File: src/rtl/ffseq_pkg.sv
`timescale 1ns / 1ps
// ----------------------------------------------------------------------------
// Flipbook frame sequencer package
// Shared transfer types, action and result codes, and sequencer states.
// ----------------------------------------------------------------------------
package ffseq_pkg;

  localparam logic [2:0] ACT_WRITE  = 3'd0;
  localparam logic [2:0] ACT_DEFINE = 3'd1;
  localparam logic [2:0] ACT_SET    = 3'd2;
  localparam logic [2:0] ACT_TICK   = 3'd3;
  localparam logic [2:0] ACT_CLEAR  = 3'd4;

  localparam logic [1:0] KIND_CHANGED = 2'd0;
  localparam logic [1:0] KIND_ACK     = 2'd1;
  localparam logic [1:0] KIND_FULL    = 2'd2;

  localparam int RES_LIMIT = 16;
  localparam int RES_CW    = $clog2(RES_LIMIT + 1);

  localparam int DIV_W  = 8;
  localparam int REM_CW = $clog2(DIV_W + 1);

  typedef struct packed {
    logic [2:0]         action;
    logic [3:0]         slot;
    logic [4:0]         frame_number;
    logic [14:0]        frame_duration;
    logic signed [15:0] frame_texture;
    logic [14:0]        target_texture;
    logic [5:0]         frame_count;
    logic [7:0]         requested_frame;
    logic               use_requested;
    logic               frozen;
    logic [7:0]         ticks;
  } in_item_t;

  typedef struct packed {
    logic [1:0]         kind;
    logic [3:0]         result_slot;
    logic [14:0]        driven_texture;
    logic signed [15:0] shown_texture;
    logic               last;
  } out_item_t;

  typedef struct packed {
    logic      valid;
    out_item_t item;
  } out_push_t;

  typedef struct packed {
    logic [14:0]        duration;
    logic signed [15:0] texture;
  } frame_word_t;

  typedef struct packed {
    logic             start;
    logic [DIV_W-1:0] dividend;
    logic [DIV_W-1:0] divisor;
  } rem_req_t;

  typedef struct packed {
    logic             done;
    logic [DIV_W-1:0] remainder;
  } rem_rsp_t;

  typedef enum logic [3:0] {
    ST_IDLE,
    ST_SET_WR,
    ST_DEF_WR,
    ST_FULL,
    ST_TICK_RD,
    ST_TICK_EVAL,
    ST_TICK_MOD,
    ST_TICK_LOAD,
    ST_TICK_END
  } state_t;

endpackage

File: src/rtl/ffseq_rem.sv
`timescale 1ns / 1ps
// ----------------------------------------------------------------------------
// Remainder unit
// Restoring bit-serial remainder, one dividend bit per cycle.
// ----------------------------------------------------------------------------
module ffseq_rem (
  input  logic                clk,
  input  logic                rst,
  input  ffseq_pkg::rem_req_t req,
  output ffseq_pkg::rem_rsp_t rsp
);

  localparam int W = ffseq_pkg::DIV_W;

  logic                          busy;
  logic [ffseq_pkg::REM_CW-1:0]  count;
  logic [W-1:0]                  num;
  logic [W-1:0]                  divisor;
  logic [W-1:0]                  rem;
  logic                          done;
  logic [W:0]                    trial;

  assign trial = {rem, num[W-1]};

  always_ff @(posedge clk) begin
    if (rst) begin
      busy <= 1'b0;
      done <= 1'b0;
    end else begin
      done <= 1'b0;
      if (req.start) begin
        busy <= 1'b1;
        count <= ffseq_pkg::REM_CW'(W);
      end else if (busy) begin
        count <= count - ffseq_pkg::REM_CW'(1);
        if (count == ffseq_pkg::REM_CW'(1)) begin
          busy <= 1'b0;
          done <= 1'b1;
        end
      end
    end
  end

  always_ff @(posedge clk) begin
    if (req.start) begin
      num     <= req.dividend;
      divisor <= req.divisor;
      rem     <= '0;
    end else if (busy) begin
      num <= num << 1;
      if (trial >= {1'b0, divisor}) begin
        rem <= W'(trial - {1'b0, divisor});
      end else begin
        rem <= trial[W-1:0];
      end
    end
  end

  assign rsp.done      = done;
  assign rsp.remainder = rem;

endmodule

File: config.mk
export PLATFORM = sky130hd
export DESIGN_NAME = ffseq_rem
export DESIGN_NICKNAME = d
export VERILOG_FILES = /design/src/rtl/ffseq_pkg.sv /design/src/rtl/ffseq_rem.sv
export SDC_FILE = /design/constraint.sdc
export NUM_CORES = 1
export LEC_CHECK = 0
export ABC_AREA = 1
export BUFFER_PORTS_ARGS = -buffer_cell sky130_fd_sc_hd__buf_2
export CORE_UTILIZATION = 45
export CTS_CLUSTER_SIZE = 10
export DETAILED_ROUTE_END_ITERATION = 7
export MAX_ROUTING_LAYER = met4
export PLACE_DENSITY = 0.67
export SLEW_MARGIN = 30
export SYNTH_ARGS = -nofsm -noshare
export SYNTH_HDL_FRONTEND = slang
export SYNTH_SLANG_ARGS = --single-unit
File: constraint.sdc
create_clock -name clk -period 3.8 [get_ports clk]
set_clock_uncertainty 0.05 [all_clocks]
set_input_delay 1.14 -clock clk [delete_from_list [all_inputs] [get_ports clk]]
set_output_delay 1.14 -clock clk [all_outputs]
set_load 0.1 [all_outputs]
==> flow_metrics.py <==
metrics = {
    "final_layout": {
        "fin_cells": 281,
        "nets": 264,
        "antenna_cells": 0,
        "final_cell_mix": "72 x nand2_1, 28 x inv_1, 27 x buf_2",
        "syn_to_final_growth_pct": 14.9,
        "fill_cells": 344,
        "layout_commonest_cell": "nand2_1",
        "drive_gt1_share_pct": 19.1,
    },
    "floorplan": {
        "die_x_um": 63.5,
        "die_h_um": 63.5,
        "initial_core_util_pct": 49.1,
        "placement_rows": 21,
        "io_pins": 28,
        "coreArea_um2": 3470,
        "die_area_um2": 4030,
    },
    "pwr": {
        "p_leak_nw": 1.03,
        "ir_drop_mv": 0.298,
        "p_per_area_nw_per_um2": 393,
        "power_uw": 768,
    },
    "synthesis": {
        "yosys_warnings": 0,
        "syn_nets": 233,
        "synth.ff_latch_count": 30,
        "synthesis.instances": 203,
        "synth_area_um2": 1700,
        "syn_area_per_cell_um2": 8.38,
        "yosysSeqAreaShare_pct": 47.1,
        "yosysUniqueCellTypes": 25,
    },
    "hold_path": {
        "min-delay-path-class": "flip-flop to flip-flop",
    },
    "worst_setup_path": {
        "critical-path-top-delay-family": "buffers and inverters",
        "critPathMaxStageDelay_ns": 0.48,
        "arrival_ns": 1.21,
        "endpoint_kind": "primary output",
        "crit_path_top_delay_cell": "buf_2",
        "worstSetupPathType": "flip-flop to primary output",
        "path_cells": "buf_2",
        "worstPathRequired_ns": 2.61,
        "path_buf_inv": 1,
        "start_kind": "flip-flop",
        "cp_max_fo": 5,
    },
    "global_route": {
        "antenna_found_initial": 0,
        "grt_pass1_vias": 1178,
        "grt_overflow": 0,
        "grt_max_degree": 26,
        "grt_pass1_wl_mm": 5.18,
        "grt_usage_pct": 17.6,
    },
    "routing": {
        "ant_nets": 0,
        "vias_per_cell": 4.74,
        "finalWirelength_mm": 3.11,
        "drcViolationCount": 0,
        "drt_pass1_iterations": 4,
        "first_iter_violations": 73,
        "wire_per_inst_um": 11.1,
        "routed-via-count": 1331,
    },
    "sta": {
        "rsz0062_at_grt": "no",
        "fin_crit_sh_pct": 63.3,
        "tightest_slew_ns": 0.569,
        "timing.fmax_mhz": 416,
        "relSlewSlack_pct": 61.9,
        "setup_violations": 0,
        "setup_slack_ns": 1.40,
        "slew_viol_final": 0,
        "holdWs_ns": 0.440,
        "setup_tns_ns": 0,
        "min_period_ns": 2.40,
        "hold_viol_final": 0,
    },
    "cts": {
        "cts_tree": "built",
        "clk_pin_slew_worst_paths_ns": 0.06,
        "cts_repair_resize_count": 0,
        "postCtsSetupRepairBufs": 0,
        "clockBufferDepth": 2,
        "clock_latency_ns": 0.28,
        "cts_root_buf": "clkbuf_8",
        "hold_buffers": 0,
        "cts_made_buffers": 5,
        "htreeDepth": 2,
        "cts_sinks": 30,
    },
    "flow_run": {
        "cap_violations": 0,
    },
    "placement": {
        "io_buffers": 27,
        "hpwl_mm": 2.36,
        "gp_congestion": 0.835,
        "dpl.cell_count": 273,
        "post-place-ws_ns": 1.34,
    },
    "run_status": {
        "run_status": "complete, no violations",
    },
}
[final cells by class]
cell class              count  area, um^2  share of cell area (%)
repair buffers             27         135                    6.91
clock buffers               7        76.3                    3.90
multi-input cells         140         769                    39.3
well taps                  46        57.6                    2.94
clock inverters             1        3.75                   0.192
inverters                  30         113                    5.76
flip-flops and latches     30         801                    40.9
[sequential cells by signal (all words and copies together), names as in the netlist]
register	cells
divisor	8
num	8
rem	8
count	4
busy	1
done	1
[final timing paths]
path | from | to | slack (ns) | depth (start not counted)
worst max-delay path | rem[7] | rsp[7] | 1.40 | 1
worst min register to register | rem[5] | rem[5] | 0.44 | 2
worst min-delay path | rem[5] | rem[5] | 0.44 | 2
worst max register to register | rem[4] | rem[4] | 2.03 | 10
[routing by layer]
metal	vias up	part of all wire, %	GRT usage (%)
li1	705	-	-
met1	576	50	23.7
met2	48	44	24.9
met3	2	6.3	5.43
met4	0	0.26	5.97
met5	-	0	-
[worst min-delay path, delay by kind of cell (launching register included)]
kind             cells  cell delay [ns]
and+or+nand+nor      2             0.12
DFF                  1             0.33
[synth_stat cells]
cell,number,area share [%]
o21ai_0,1,0.29
nand3_1,15,4.4
xnor2_1,2,1.0
nand3b_1,6,2.6
nand2_1,72,16
nor4_1,1,0.37
inv_1,28,6.2
nor2_1,11,2.4
nand2_4,2,1.3
a21oi_1,5,1.5
nand4_1,2,0.74
edfxtp_1,20,35
clkbuf_1,1,0.22
ha_1,10,7.4
nor2_2,2,0.74
nor3_4,1,0.96
xor2_1,2,1.0
nor2_4,1,0.66
inv_2,2,0.44
o21a_1,1,0.44
fa_1,1,1.2
nand2_2,3,1.1
buf_4,2,0.88
dfxtp_1,10,12
nand3_2,2,1.2
[kinds of logic (layout without fill, tap and decap cells)]
family / after synthesis / after routing / share of synthesized area [%]
and+or+nand+nor: 118 / 118 / 32.4
buffers and inverters: 33 / 65 / 7.72
DFF: 30 / 30 / 47.1
adders and majority gates: 11 / 11 / 8.53
AOI/OAI and AO/OA: 7 / 7 / 2.21
xor gates and xnor gates: 4 / 4 / 2.06
[stage by stage]
step	util, %	instance area [um^2]
floorplan	-	1700
finish	56.4	1960
global placement	54.1	1880
detailed placement	54.1	1880
CTS	56.4	1960
global route	56.4	1960
[power by group]
group / internal, mW / total [mW] / switching, mW
logic: 0.0477 / 0.146 / 0.0985
clock network: 0.127 / 0.236 / 0.109
registers: 0.375 / 0.386 / 0.0110
Power figures use the tool's default switching activity.
